[config.mk]
export PLATFORM = sky130hd
export DESIGN_NAME = fair_share_scheduler_step
export DESIGN_NICKNAME = d
export VERILOG_FILES = /design/src/rtl/fss_pkg.sv /design/src/rtl/fss_divider.sv /design/src/rtl/fss_datapath.sv /design/src/rtl/fss_control.sv /design/src/rtl/fair_share_scheduler_step.sv
export SDC_FILE = /design/constraint.sdc
export NUM_CORES = 2
export LEC_CHECK = 0
export BUFFER_PORTS_ARGS = -buffer_cell sky130_fd_sc_hd__buf_2
export CORE_MARGIN = 4
export CORE_UTILIZATION = 45
export CTS_BUF_LIST = sky130_fd_sc_hd__clkbuf_8
export CTS_CLUSTER_DIAMETER = 120
export CTS_CLUSTER_SIZE = 16
export DETAILED_ROUTE_END_ITERATION = 12
export PLACE_DENSITY_LB_ADDON = 0.08
export SLEW_MARGIN = 25
export SYNTH_ARGS = -nofsm -noshare
export SYNTH_HDL_FRONTEND = slang
export SYNTH_SLANG_ARGS = --single-unit
[constraint.sdc]
create_clock -name clk -period 13.2 [get_ports clk]
set_input_delay 1.32 -clock clk [delete_from_list [all_inputs] [get_ports clk]]
set_output_delay 1.32 -clock clk [all_outputs]
set_load 0.03 [all_outputs]
[src/rtl/fss_pkg.sv]
// shared types, constants and weight table for the fair share scheduler
`default_nettype none
package fss_pkg;

    localparam int MAX_TASKS     = 16;
    localparam int IDX_W         = $clog2(MAX_TASKS);
    localparam int CNT_W         = $clog2(MAX_TASKS + 1);
    localparam int VRT_FRAC_BITS = 16;
    localparam int VRT_W         = 48;
    localparam int WGT_W         = 17;
    localparam int WSUM_W        = 21;
    localparam int TIME_W        = 16;
    localparam int NUM_W         = 10 + TIME_W + VRT_FRAC_BITS;
    localparam int SLC_NUM_W     = WGT_W + TIME_W;
    localparam int DIV_N_W       = (NUM_W > SLC_NUM_W) ? NUM_W : SLC_NUM_W;
    localparam int DIV_D_W       = WSUM_W;
    localparam int DIV_CNT_W     = $clog2(DIV_N_W + 1);

    localparam logic [1:0] REG_LATENCY = 2'd0;
    localparam logic [1:0] REG_MINGRAN = 2'd1;
    localparam logic [1:0] REG_TCOUNT  = 2'd2;

    typedef enum logic [3:0] {
        ST_IDLE,
        ST_SCAN,
        ST_PICK,
        ST_SLICE_MUL,
        ST_SLICE_DIV,
        ST_RUN,
        ST_VRT_DIV,
        ST_UPDATE,
        ST_DONE_ALL,
        ST_LOAD
    } fss_state_t;

    typedef struct packed {
        logic scan_clear;
        logic scan_step;
        logic load_wr;
        logic slice_mul;
        logic div_start_slice;
        logic div_start_vrt;
        logic run_calc;
        logic update;
        logic emit_step;
        logic emit_all_done;
    } fss_cmd_t;

    typedef struct packed {
        logic scan_last;
        logic found;
        logic div_busy;
    } fss_stat_t;

    function automatic logic [WGT_W-1:0] weight_of_nice(input logic signed [5:0] nice);
        logic [5:0] k;
        logic [WGT_W-1:0] w;
        k = 6'd0;
        if (nice < -6'sd20)
            k = 6'd0;
        else if (nice > 6'sd19)
            k = 6'd39;
        else
            k = 6'(nice + 6'sd20);
        case (k)
            6'd0:  w = 17'd88761;  6'd1:  w = 17'd71755;  6'd2:  w = 17'd56483;
            6'd3:  w = 17'd46273;  6'd4:  w = 17'd36291;  6'd5:  w = 17'd29154;
            6'd6:  w = 17'd23254;  6'd7:  w = 17'd18705;  6'd8:  w = 17'd14949;
            6'd9:  w = 17'd11916;  6'd10: w = 17'd9548;   6'd11: w = 17'd7620;
            6'd12: w = 17'd6100;   6'd13: w = 17'd4904;   6'd14: w = 17'd3906;
            6'd15: w = 17'd3121;   6'd16: w = 17'd2501;   6'd17: w = 17'd1991;
            6'd18: w = 17'd1586;   6'd19: w = 17'd1277;   6'd20: w = 17'd1024;
            6'd21: w = 17'd820;    6'd22: w = 17'd655;    6'd23: w = 17'd526;
            6'd24: w = 17'd423;    6'd25: w = 17'd335;    6'd26: w = 17'd272;
            6'd27: w = 17'd215;    6'd28: w = 17'd172;    6'd29: w = 17'd137;
            6'd30: w = 17'd110;    6'd31: w = 17'd87;     6'd32: w = 17'd70;
            6'd33: w = 17'd56;     6'd34: w = 17'd45;     6'd35: w = 17'd36;
            6'd36: w = 17'd29;     6'd37: w = 17'd23;     6'd38: w = 17'd18;
            default: w = 17'd15;
        endcase
        return w;
    endfunction

endpackage
`default_nettype wire

[src/rtl/fss_divider.sv]
// radix-2 restoring divider, one quotient bit per cycle
`default_nettype none
module fss_divider
    import fss_pkg::*;
(
    input  wire logic               clk,
    input  wire logic               rst_n,
    input  wire logic               start,
    input  wire logic [DIV_N_W-1:0] dividend,
    input  wire logic [DIV_D_W-1:0] divisor,
    output logic                    busy,
    output logic [DIV_N_W-1:0]      quotient
);
    logic [DIV_N_W-1:0]   quo_reg, quo_next;
    logic [DIV_D_W:0]     rem_reg, rem_next;
    logic [DIV_D_W-1:0]   den_reg, den_next;
    logic [DIV_CNT_W-1:0] cnt_reg, cnt_next;
    logic                 busy_reg, busy_next;
    logic [DIV_D_W:0]     trial;

    always_comb
    begin
        quo_next  = quo_reg;
        rem_next  = rem_reg;
        den_next  = den_reg;
        cnt_next  = cnt_reg;
        busy_next = busy_reg;
        trial     = {rem_reg[DIV_D_W-1:0], quo_reg[DIV_N_W-1]};
        if (start)
        begin
            quo_next  = dividend;
            rem_next  = '0;
            den_next  = divisor;
            cnt_next  = DIV_CNT_W'(DIV_N_W);
            busy_next = 1'b1;
        end
        else if (busy_reg)
        begin
            if (trial >= {1'b0, den_reg})
            begin
                rem_next = trial - {1'b0, den_reg};
                quo_next = {quo_reg[DIV_N_W-2:0], 1'b1};
            end
            else
            begin
                rem_next = trial;
                quo_next = {quo_reg[DIV_N_W-2:0], 1'b0};
            end
            cnt_next = cnt_reg - 1'b1;
            if (cnt_reg == DIV_CNT_W'(1))
                busy_next = 1'b0;
        end
    end

    always_ff @(posedge clk or negedge rst_n)
    begin
        if (!rst_n)
        begin
            busy_reg <= 1'b0;
            cnt_reg  <= '0;
        end
        else
        begin
            busy_reg <= busy_next;
            cnt_reg  <= cnt_next;
        end
    end

    always_ff @(posedge clk)
    begin
        quo_reg <= quo_next;
        rem_reg <= rem_next;
        den_reg <= den_next;
    end

    assign busy     = busy_reg;
    assign quotient = quo_reg;
endmodule
`default_nettype wire

[src/rtl/fss_datapath.sv]
// task tables, minimum scan, slice and runtime arithmetic
`default_nettype none
module fss_datapath
    import fss_pkg::*;
(
    input  wire logic              clk,
    input  wire logic              rst_n,
    input  wire fss_cmd_t          cmd,
    output fss_stat_t              stat,
    input  wire logic [IDX_W-1:0]  in_index,
    input  wire logic [TIME_W-1:0] in_burst,
    input  wire logic signed [5:0] in_nice,
    input  wire logic [TIME_W-1:0] latency,
    input  wire logic [TIME_W-1:0] min_gran,
    input  wire logic [CNT_W-1:0]  n_active,
    output logic [IDX_W-1:0]       chosen_task,
    output logic [TIME_W-1:0]      run_length,
    output logic                   task_done,
    output logic                   all_done
);
    logic [WGT_W-1:0]  wgt_mem [MAX_TASKS];
    logic [TIME_W-1:0] rem_mem [MAX_TASKS];
    logic [VRT_W-1:0]  vrt_mem [MAX_TASKS];
    logic [MAX_TASKS-1:0] fin_reg;
    logic [MAX_TASKS-1:0] loaded_reg;
    logic [WSUM_W-1:0] wsum_reg;

    logic [IDX_W-1:0]  scan_reg;
    logic [IDX_W-1:0]  best_reg;
    logic [VRT_W-1:0]  bestv_reg;
    logic              found_reg;
    logic [WGT_W-1:0]  w_reg;
    logic [TIME_W-1:0] rem_reg;
    logic [VRT_W-1:0]  v_reg;
    logic [SLC_NUM_W-1:0] prod_reg;
    logic [TIME_W-1:0] run_reg;
    logic              tdone_reg;
    logic [IDX_W-1:0]  out_task_reg;
    logic [TIME_W-1:0] out_run_reg;
    logic              out_tdone_reg;
    logic              out_all_reg;

    logic              div_start;
    logic [DIV_N_W-1:0] div_dvd;
    logic [DIV_D_W-1:0] div_dvs;
    logic              div_busy;
    logic [DIV_N_W-1:0] div_q;
    logic [WGT_W-1:0]  new_w;
    logic [WGT_W-1:0]  old_w;
    logic [VRT_W:0]    vsum;
    logic [TIME_W-1:0] slice;
    logic [MAX_TASKS-1:0] act_mask;
    logic [MAX_TASKS-1:0] fin_after;

    assign new_w = weight_of_nice(in_nice);
    assign old_w = loaded_reg[in_index] ? wgt_mem[in_index] : '0;
    assign div_start = cmd.div_start_slice | cmd.div_start_vrt;

    always_comb
    begin
        div_dvd = '0;
        div_dvs = '0;
        if (cmd.div_start_slice)
        begin
            div_dvd = DIV_N_W'(prod_reg);
            div_dvs = wsum_reg;
        end
        else
        begin
            div_dvd = DIV_N_W'({run_reg, 10'd0, {VRT_FRAC_BITS{1'b0}}});
            div_dvs = DIV_D_W'(w_reg);
        end
    end

    fss_divider u_div (
        .clk      (clk),
        .rst_n    (rst_n),
        .start    (div_start),
        .dividend (div_dvd),
        .divisor  (div_dvs),
        .busy     (div_busy),
        .quotient (div_q)
    );

    always_comb
    begin
        slice = min_gran;
        if (wsum_reg != '0)
        begin
            if (div_q[DIV_N_W-1:TIME_W] != '0)
                slice = '1;
            else if (div_q[TIME_W-1:0] > min_gran)
                slice = div_q[TIME_W-1:0];
        end
    end

    // active slots and finish marks after the current step
    always_comb
    begin
        for (int i = 0; i < MAX_TASKS; i++)
            act_mask[i] = (CNT_W'(i) < n_active);
    end

    assign fin_after = fin_reg | (tdone_reg ? (MAX_TASKS'(1) << best_reg) : '0);

    assign vsum = {1'b0, v_reg} + (w_reg == '0 ? '0 : (VRT_W+1)'(div_q[NUM_W-1:0]));

    assign stat.scan_last = ({1'b0, scan_reg} == n_active - 1'b1);
    assign stat.found     = found_reg;
    assign stat.div_busy  = div_busy;

    always_ff @(posedge clk or negedge rst_n)
    begin
        if (!rst_n)
        begin
            fin_reg    <= '0;
            loaded_reg <= '0;
            wsum_reg   <= '0;
            for (int i = 0; i < MAX_TASKS; i++)
                vrt_mem[i] <= '0;
        end
        else
        begin
            if (cmd.load_wr)
            begin
                wsum_reg <= wsum_reg - WSUM_W'(old_w) + WSUM_W'(new_w);
                loaded_reg[in_index] <= 1'b1;
                vrt_mem[in_index] <= '0;
                if (fin_reg[in_index])
                    fin_reg[in_index] <= 1'b0;
            end
            if (cmd.update)
            begin
                vrt_mem[best_reg] <= vsum[VRT_W] ? '1 : vsum[VRT_W-1:0];
                if (tdone_reg)
                    fin_reg[best_reg] <= 1'b1;
            end
        end
    end

    always_ff @(posedge clk)
    begin
        if (cmd.load_wr)
        begin
            wgt_mem[in_index] <= new_w;
            rem_mem[in_index] <= in_burst;
        end
        if (cmd.update)
            rem_mem[best_reg] <= rem_reg - run_reg;
        if (cmd.scan_clear)
        begin
            scan_reg  <= '0;
            found_reg <= 1'b0;
            best_reg  <= '0;
        end
        else if (cmd.scan_step)
        begin
            if (!fin_reg[scan_reg] && (!found_reg || vrt_mem[scan_reg] < bestv_reg))
            begin
                best_reg  <= scan_reg;
                bestv_reg <= vrt_mem[scan_reg];
                found_reg <= 1'b1;
            end
            scan_reg <= scan_reg + 1'b1;
        end
        if (cmd.slice_mul)
        begin
            w_reg    <= wgt_mem[best_reg];
            rem_reg  <= rem_mem[best_reg];
            v_reg    <= vrt_mem[best_reg];
            prod_reg <= wgt_mem[best_reg] * latency;
        end
        if (cmd.run_calc)
        begin
            run_reg   <= (slice < rem_reg) ? slice : rem_reg;
            tdone_reg <= (slice >= rem_reg);
        end
        if (cmd.emit_step)
        begin
            out_task_reg  <= best_reg;
            out_run_reg   <= run_reg;
            out_tdone_reg <= tdone_reg;
            out_all_reg   <= &(fin_after | ~act_mask);
        end
        else if (cmd.emit_all_done)
        begin
            out_task_reg  <= '0;
            out_run_reg   <= '0;
            out_tdone_reg <= 1'b0;
            out_all_reg   <= 1'b1;
        end
    end

    assign chosen_task = out_task_reg;
    assign run_length  = out_run_reg;
    assign task_done   = out_tdone_reg;
    assign all_done    = out_all_reg;
endmodule
`default_nettype wire

[src/rtl/fss_control.sv]
// sequencing state machine for loads and scheduling steps
`default_nettype none
module fss_control
    import fss_pkg::*;
(
    input  wire logic      clk,
    input  wire logic      rst_n,
    input  wire logic      start,
    input  wire logic      mode,
    input  wire logic      load_ok,
    input  wire fss_stat_t stat,
    output fss_cmd_t       cmd,
    output logic           busy,
    output logic           result_valid
);
    fss_state_t state_reg, state_next;
    logic       valid_reg, valid_next;

    always_comb
    begin
        state_next = state_reg;
        cmd        = '0;
        valid_next = 1'b0;
        case (state_reg)
            ST_IDLE:
            begin
                if (start)
                begin
                    if (!mode)
                        state_next = ST_LOAD;
                    else
                    begin
                        cmd.scan_clear = 1'b1;
                        state_next     = ST_SCAN;
                    end
                end
            end
            ST_LOAD:
            begin
                cmd.load_wr = load_ok;
                state_next  = ST_IDLE;
            end
            ST_SCAN:
            begin
                cmd.scan_step = 1'b1;
                if (stat.scan_last)
                    state_next = ST_PICK;
            end
            ST_PICK:
            begin
                if (stat.found)
                begin
                    cmd.slice_mul = 1'b1;
                    state_next    = ST_SLICE_MUL;
                end
                else
                begin
                    cmd.emit_all_done = 1'b1;
                    valid_next        = 1'b1;
                    state_next        = ST_DONE_ALL;
                end
            end
            ST_SLICE_MUL:
            begin
                cmd.div_start_slice = 1'b1;
                state_next          = ST_SLICE_DIV;
            end
            ST_SLICE_DIV:
            begin
                if (!stat.div_busy)
                begin
                    cmd.run_calc = 1'b1;
                    state_next   = ST_RUN;
                end
            end
            ST_RUN:
            begin
                cmd.div_start_vrt = 1'b1;
                state_next        = ST_VRT_DIV;
            end
            ST_VRT_DIV:
            begin
                if (!stat.div_busy)
                begin
                    cmd.update    = 1'b1;
                    cmd.emit_step = 1'b1;
                    valid_next    = 1'b1;
                    state_next    = ST_UPDATE;
                end
            end
            ST_UPDATE:   state_next = ST_IDLE;
            ST_DONE_ALL: state_next = ST_IDLE;
            default:     state_next = ST_IDLE;
        endcase
    end

    always_ff @(posedge clk or negedge rst_n)
    begin
        if (!rst_n)
        begin
            state_reg <= ST_IDLE;
            valid_reg <= 1'b0;
        end
        else
        begin
            state_reg <= state_next;
            valid_reg <= valid_next;
        end
    end

    assign busy         = (state_reg != ST_IDLE);
    assign result_valid = valid_reg;
endmodule
`default_nettype wire

[src/rtl/fair_share_scheduler_step.sv]
// top level of the fair share scheduler step engine
`default_nettype none
// A load request keeps busy high for one cycle after acceptance. A step request
// keeps busy high through a minimum scan over the n active tasks, two passes of a
// shared radix-2 divider at one quotient bit per cycle (slice and runtime
// increment), and the setup and update states. When every task is already finished
// a step ends after the scan without any divider pass.
// The result appears on the result ports for one cycle, marked by done, in the
// last busy cycle; it cannot be stalled. Busy drops in the cycle after the result.
module fair_share_scheduler_step
    import fss_pkg::*;
(
    input  wire logic              clk,
    input  wire logic              rst_n,
    input  wire logic              psel,
    input  wire logic              penable,
    input  wire logic              pwrite,
    input  wire logic [3:0]        paddr,
    input  wire logic [31:0]       pwdata,
    output logic [31:0]            prdata,
    output logic                   pready,
    input  wire logic              start,
    output logic                   busy,
    input  wire logic              mode,
    input  wire logic [3:0]        task_index,
    input  wire logic [15:0]       burst,
    input  wire logic signed [5:0] nice_level,
    output logic                   done,
    output logic [3:0]             chosen_task,
    output logic [15:0]            run_length,
    output logic                   task_done,
    output logic                   all_done
);
    logic [TIME_W-1:0] latency_reg;
    logic [TIME_W-1:0] mingran_reg;
    logic [4:0]        tcount_reg;
    logic [CNT_W-1:0]  n_active;
    logic              idx_reg;
    logic [IDX_W-1:0]  lidx_reg;
    logic [TIME_W-1:0] lburst_reg;
    logic signed [5:0] lnice_reg;
    logic              lmode_reg;
    logic              load_ok;
    logic              accept;
    fss_cmd_t          cmd;
    fss_stat_t         stat;

    assign pready = 1'b1;
    assign accept = start & ~busy;

    always_ff @(posedge clk or negedge rst_n)
    begin
        if (!rst_n)
        begin
            latency_reg <= 16'd48;
            mingran_reg <= 16'd6;
            tcount_reg  <= 5'd1;
        end
        else if (psel && penable && pwrite)
        begin
            case (paddr[3:2])
                REG_LATENCY: latency_reg <= pwdata[15:0];
                REG_MINGRAN: mingran_reg <= pwdata[15:0];
                REG_TCOUNT:  tcount_reg  <= pwdata[4:0];
                default:     ;
            endcase
        end
    end

    always_comb
    begin
        case (paddr[3:2])
            REG_LATENCY: prdata = {16'd0, latency_reg};
            REG_MINGRAN: prdata = {16'd0, mingran_reg};
            REG_TCOUNT:  prdata = {27'd0, tcount_reg};
            default:     prdata = '0;
        endcase
    end

    always_comb
    begin
        if (tcount_reg == '0)
            n_active = CNT_W'(1);
        else if ({1'b0, tcount_reg} > 6'(MAX_TASKS))
            n_active = CNT_W'(MAX_TASKS);
        else
            n_active = CNT_W'(tcount_reg);
    end

    always_ff @(posedge clk)
    begin
        if (accept)
        begin
            lidx_reg   <= task_index;
            lburst_reg <= burst;
            lnice_reg  <= nice_level;
            lmode_reg  <= mode;
        end
    end

    assign idx_reg = lmode_reg;
    assign load_ok = ({1'b0, lidx_reg} < n_active) & ~idx_reg;

    fss_control u_ctrl (
        .clk          (clk),
        .rst_n        (rst_n),
        .start        (accept),
        .mode         (mode),
        .load_ok      (load_ok),
        .stat         (stat),
        .cmd          (cmd),
        .busy         (busy),
        .result_valid (done)
    );

    fss_datapath u_dp (
        .clk         (clk),
        .rst_n       (rst_n),
        .cmd         (cmd),
        .stat        (stat),
        .in_index    (lidx_reg),
        .in_burst    (lburst_reg),
        .in_nice     (lnice_reg),
        .latency     (latency_reg),
        .min_gran    (mingran_reg),
        .n_active    (n_active),
        .chosen_task (chosen_task),
        .run_length  (run_length),
        .task_done   (task_done),
        .all_done    (all_done)
    );

`ifndef SYNTH
    a_done_busy: assert property (@(posedge clk) disable iff (!rst_n)
        done |-> busy)
        else $error("result strobe outside a request");
    a_done_pulse: assert property (@(posedge clk) disable iff (!rst_n)
        done |=> !done)
        else $error("result strobe longer than one cycle");
    a_no_load_result: assert property (@(posedge clk) disable iff (!rst_n)
        (accept && !mode) |=> ##1 !done)
        else $error("load produced a result");
    a_all_done_idle: assert property (@(posedge clk) disable iff (!rst_n)
        (done && all_done && !task_done) |-> run_length == '0)
        else $error("all done result carries a run");
`endif
endmodule
`default_nettype wire

# Word-level counts from Yosys, hierarchy flattened
# Memories as Yosys holds them, arrays and structs flattened. A register that Yosys moved wholly into a read port is not among the register bits.
# Cells that the tools add are included.
# Widths: inputs -> output; s select.
op_classes:
  multipliers: 1
  n_bitwise: 18
  magnitude_cmp: 35
  eq_ne: 15
  shifts: 1
  add_sub_neg: 9
  n_mux: 92
  n_reduce_logical: 27
op_table:
  columns: ["op", "count"]
  rows:
  - ["$mux 768", 2]
  - ["$and 768x768->768", 1]
  - ["$bwmux 768", 1]
  - ["$not 768->768", 1]
  - ["$bmux 48 s4", 2]
  - ["$demux 48 s4", 2]
  - ["$mux 48", 7]
  - ["$mux 16", 12]
  - ["$mux 42", 4]
  - ["$or 16x16->16", 4]
  - ["$add 48x49->49", 1]
  - ["$lt 48x48->1", 1]
  - ["$mux 4", 12]
  - ["$pmux 16 s3", 1]
  - ["$lt 4x5->1 const A", 8]
  - ["$mux 17", 2]
  - ["$mul 17x16->33", 1]
  - ["$not 16->16", 2]
  - ["$mux 1", 31]
  - ["$pmux 4 s7", 1]
  - ["$reduce_bool 26->1", 1]
  - ["$mux 6", 4]
  - ["$ge 22x21->1", 1]
  - ["$add 21x17->21", 1]
  - ["other kinds (57)", 95]
totals:
  romBits: 1088
  ff_bits: 1175
  memories: 3
  mem_bits_rw: 528
  output_inout_bits: 57
  input_bits: 69
memory_table:
  columns: ["memory", "depth", "word_bits", "read_ports", "rd_clocked_by_memory_dff", "write_ports", "line_no", "rtl"]
  rows:
  - ["(no name shown)", 64, 17, 1, 0, 0, "fss_pkg.sv:65", "case (k)"]
  - ["u_dp.wgt_mem", 16, 17, 2, 2, 1, "fss_datapath.sv:21", "logic [WGT_W-1:0] wgt_mem [MAX_TASKS];"]
  - ["u_dp.rem_mem", 16, 16, 1, 1, 1, "fss_datapath.sv:22", "logic [TIME_W-1:0] rem_mem [MAX_TASKS];"]

# Logic depth before layout (Yosys ltp)
depth:
  ltp_word: 11
  depth_mapped: 28
  ltp_nobuf: 26

# By module
# A second synthesis with hierarchy kept.
unflattened:
  cells_unflattened: 8220
  hier_area_um2: 98994.9
by_module_without_submodules:
  columns: ["mod", "cells_per_inst", "instances", "seq_area_each_um2", "area_per_inst_um2"]
  rows:
  - ["fss_datapath", 7561, 1, 42695.9, 90987.3]
  - ["fss_divider", 426, 1, 2487.4, 4845.9]
  - ["fair_share_scheduler_step", 191, 1, 1742.9, 2808.9]
  - ["fss_control", 42, 1, 125.1, 352.8]

# Least setup slack after synthesis
# OpenSTA, ideal clock, no wires.
synth_timing:
  path_type: "register to register"
  start: "register u_ctrl.state_reg[2]"
  end: "register u_dp.prod_reg[0], enable pin"
  synth_period_minus_slack_ns: 12.358
  stages_incl_launch_ff: 4
  t_arrival_ns: 11.491
  slack_ns: 0.842
  path_buffers: 2
  setup_ns: 0.867
  path_cell_list: "dfrtp_1 -> buf_2 -> clkbuf_1 -> nor4_1"
synth_rtl:
  columns: ["item", "line_no", "rtl"]
  rows:
  - ["start, declared", "fss_control.sv:16", "fss_state_t state_reg, state_next;"]
  - ["start signal, assigned", "fss_control.sv:106", "state_reg <= state_next;"]
  - ["end signal, assigned", "fss_datapath.sv:171", "prod_reg <= wgt_mem[best_reg] * latency;"]
  - ["end, declared", "fss_datapath.sv:35", "logic [SLC_NUM_W-1:0] prod_reg;"]

==> run summary <==
Worst rel slew slack: 23.7%
Num rows: 170
Post-CTS setup buffers: 0
Xor-xnor portion of the synthesized cell area: 0.929%
Final wirelength: 325000 um
Post-synth top flop: dfrtp_1
Final RePlAce weighted congestion: 0.918
Slew Viols, Final: 0
Buffers on Ports: 90
Top reg by flops: u_dp.vrt_mem
Met2 usage: 46.5%
Clk slew on worst S/H paths: 0.12 ns
Initial Util: 45.2%
Core Footprint: 0.215 mm2
Share of flip-flops with an asynchronous set or reset: 50.4%
CTS resizes: 0
Pre-CTS setup slack: 3.48 ns
RSZ-0062 raised after global routing: false
Finished Layout Cells: 10400
Share of layout cells above drive strength 1: 17.8%
Period utilization: 71.5%
Number of global-route vias before repair: 66300
Drt initial violations: 6740
Remaining antenna violation count: 0
Simple-gate portion of the synthesized area: 9.07%
Vias/cell: 6.38
GR Util met1: 39.7%
Clk sinks: 1727
Die height: 472 um
Max Cap Violations: 0
DIE AREA: 0.223 mm2
CTS Root Cell: clkbuf_8
Via count: 66600
FILL cells: 19100
Slack of the critical path: 3.77 ns
Synth Area in Adders: 8.63%
Req. time, crit path: 13.91 ns
Congestion Overflow GR: 0
I/O pins: 126
Seq/Total Area, Yosys: 48.5%
Largest net degree at the start of global routing: 185
Synth unique cells: 93
Hold buffer count at cts: 0
Placed Area: 0.101 mm2
CTS HTree Levels: 3
Clock Skew: 0.0942 ns
Final Hold Fails: 0
Placed cells: 10200
Critical path class: flop to flop
P&R area growth vs syn: 5.93%
Setup_tns: 0 ns
Post-Syn Instances: 7687
Complex-gate fraction of the synthesized area: 10.0%
Finished Cell Area: 0.103 mm2
Total Routing Usage GR: 29.0%
Startpoint types: flop
Slew @ Worst Pin: 1.14 ns
DRT Pass-1 Iters: 6
Wirelength per Cell: 31.1 um
Data arrival time of the critical path: 10.15 ns
DRC: 0
Ys Warns: 0
Fmax achieved: 106 MHz
Mux cell area share after synthesis: 18.5%
Antenna violations before repair: 12
Flops & latches, synth: 1727
Final setup fails: 0
Outcome: finished, final reports clean
Synthesized area per cell: 12.6 um2
Netlist Area Pre-Place: 0.0971 mm2
Min Clock Period, post-route: 9.43 ns
Max Buffers Root-to-Sink: 3
Min-Delay Path Class: input pin to asynchronous set/reset pin
Post-synth EDFFs: 819
DP HPWL: 199000 um
Chip width: 472 um
Critical Path Sink Type: flop
GRT busiest layer: met2
Nets@finish: 8098
Global-route wire length before repair: 474000 um
CTS tree: built
Worst-Skew Late Latency: 1.01 ns
Largest family of logic cells by synthesized area: multiplexers
Regs by FF count: u_dp.vrt_mem: 768 flops, u_dp.wgt_mem: 272 flops, u_dp.rem_mem: 256 flops
Critical Path Fanout Max: 33
CTS buffer count: 119
Max reg flops: 768
Met3 Usage GRT: 5.72%
[synth_stat cells, types with 41 or more instances]
| cell type | number | area (um2) |
|---|---|---|
| a211oi_1 | 58 | 435 |
| a21o_1 | 83 | 623 |
| a21oi_1 | 189 | 946 |
| a22o_1 | 206 | 1800 |
| and2_1 | 144 | 901 |
| buf_1 | 61 | 229 |
| clkbuf_1 | 476 | 1790 |
| dfrtp_1 | 865 | 21600 |
| edfxtp_1 | 819 | 24600 |
| fa_1 | 228 | 4560 |
| ha_1 | 305 | 3820 |
| inv_1 | 461 | 1730 |
| mux2_2 | 51 | 574 |
| mux2i_1 | 60 | 601 |
| mux4_2 | 744 | 16800 |
| nand2_1 | 702 | 2640 |
| nand3_1 | 329 | 1650 |
| nor2_1 | 287 | 1080 |
| nor2b_1 | 81 | 507 |
| nor3_1 | 107 | 536 |
| o21a_1 | 41 | 308 |
| o21ai_0 | 680 | 3400 |
| o22ai_1 | 50 | 313 |
| xnor2_1 | 55 | 482 |
| xor2_1 | 48 | 420 |
[area by class of cell]
class                           instances  area, um2  area share [%]
Antenna cell                            4       10.0         0.00973
Inverter                              464       1740            1.70
Clock inverter                         91        398           0.387
Timing Repair Buffer                  274       2000            1.95
Tap cell                             2838       3550            3.45
Sequential cell                      1727      47200            45.9
Multi-Input combinational cell       4910      46300            45.0
Clock buffer                          120       1650            1.61
[layer usage]
layer,share of wire [%],routed length [um]
met1,41,134000
met3,8.0,26100
met4,3.9,12700
met2,47,152000
met5,0.0022,7
[metrics by stage]
stage / utilization (%) / hold slack, ns
2_1_floorplan: - / 0.429
3_3_place_gp: 46.9 / 0.445
3_5_place_dp: 46.9 / 0.449
4_1_cts: 47.9 / 0.187
5_1_grt: 47.9 / 0.236
6_report: 47.9 / 0.255
[placed cells by master (no fill, tap or decap), drive strengths merged, types with 192 or more instances in the layout]
master / instances
inv: 550
a21oi: 192
a22o: 206
nand3: 330
edfxtp: 819
fa: 228
o21ai: 690
buf: 274
ha: 305
nand2: 703
nor2: 300
dfrtp: 865
mux4: 744
[critical path, cell delays in order, from the launching register on]
cell      delay, ns
dfxtp_4        0.56
buf_16         0.29
buf_4          0.50
mux4_2         0.57
mux4_2         0.78
and2_1         0.31
fa_1           0.53
inv_1          0.05
fa_1           0.40
fa_1           0.55
inv_1          0.06
fa_1           0.52
fa_1           0.50
inv_1          0.05
fa_1           0.48
inv_1          0.05
ha_1           0.36
a21oi_1        0.26
o211ai_1       0.13
a221oi_1       0.63
o211ai_1       0.22
nand2_1        0.14
o21ai_0        0.20
o41ai_1        0.51
o21ai_0        0.21
xor2_1         0.18
[final timing paths]
kind                                                 startpoint  cells after the start                                 to  slack [ns]
min in group clk                u_dp.loaded_reg[15]$_DFFE_PN0P_                      1    u_dp.loaded_reg[15]$_DFFE_PN0P_        0.47
worst max register to register                             flop                     25        u_dp.prod_reg[30]$_DFFE_PP_        3.77
worst min-delay path                                      rst_n                      1  u_dp.u_div.cnt_reg[5]$_DFFE_PN0P_        0.26
worst min register to register  u_dp.loaded_reg[15]$_DFFE_PN0P_                      1    u_dp.loaded_reg[15]$_DFFE_PN0P_        0.47
worst max-delay path                                       flop                     25        u_dp.prod_reg[30]$_DFFE_PP_        3.77
max in group asynchronous                                 rst_n                      4        u_dp.vrt_mem[641]$_DFF_PN0_       10.00
[kinds of logic (layout without fill, tap and decap cells)]
logic type / count (synthesis) / count (layout)
adders and majority gates: 533 / 533
muxes: 855 / 855
AOI/OAI and AO/OA: 1538 / 1538
and+or+nand+nor: 1864 / 1864
DFF: 1727 / 1727
xor gates and xnor gates: 103 / 103
buffers and inverters: 1065 / 949
other: 2 / 21
Power is not shown: default switching activity piles up to over one toggle a cycle in this logic, so the estimate is an artifact.
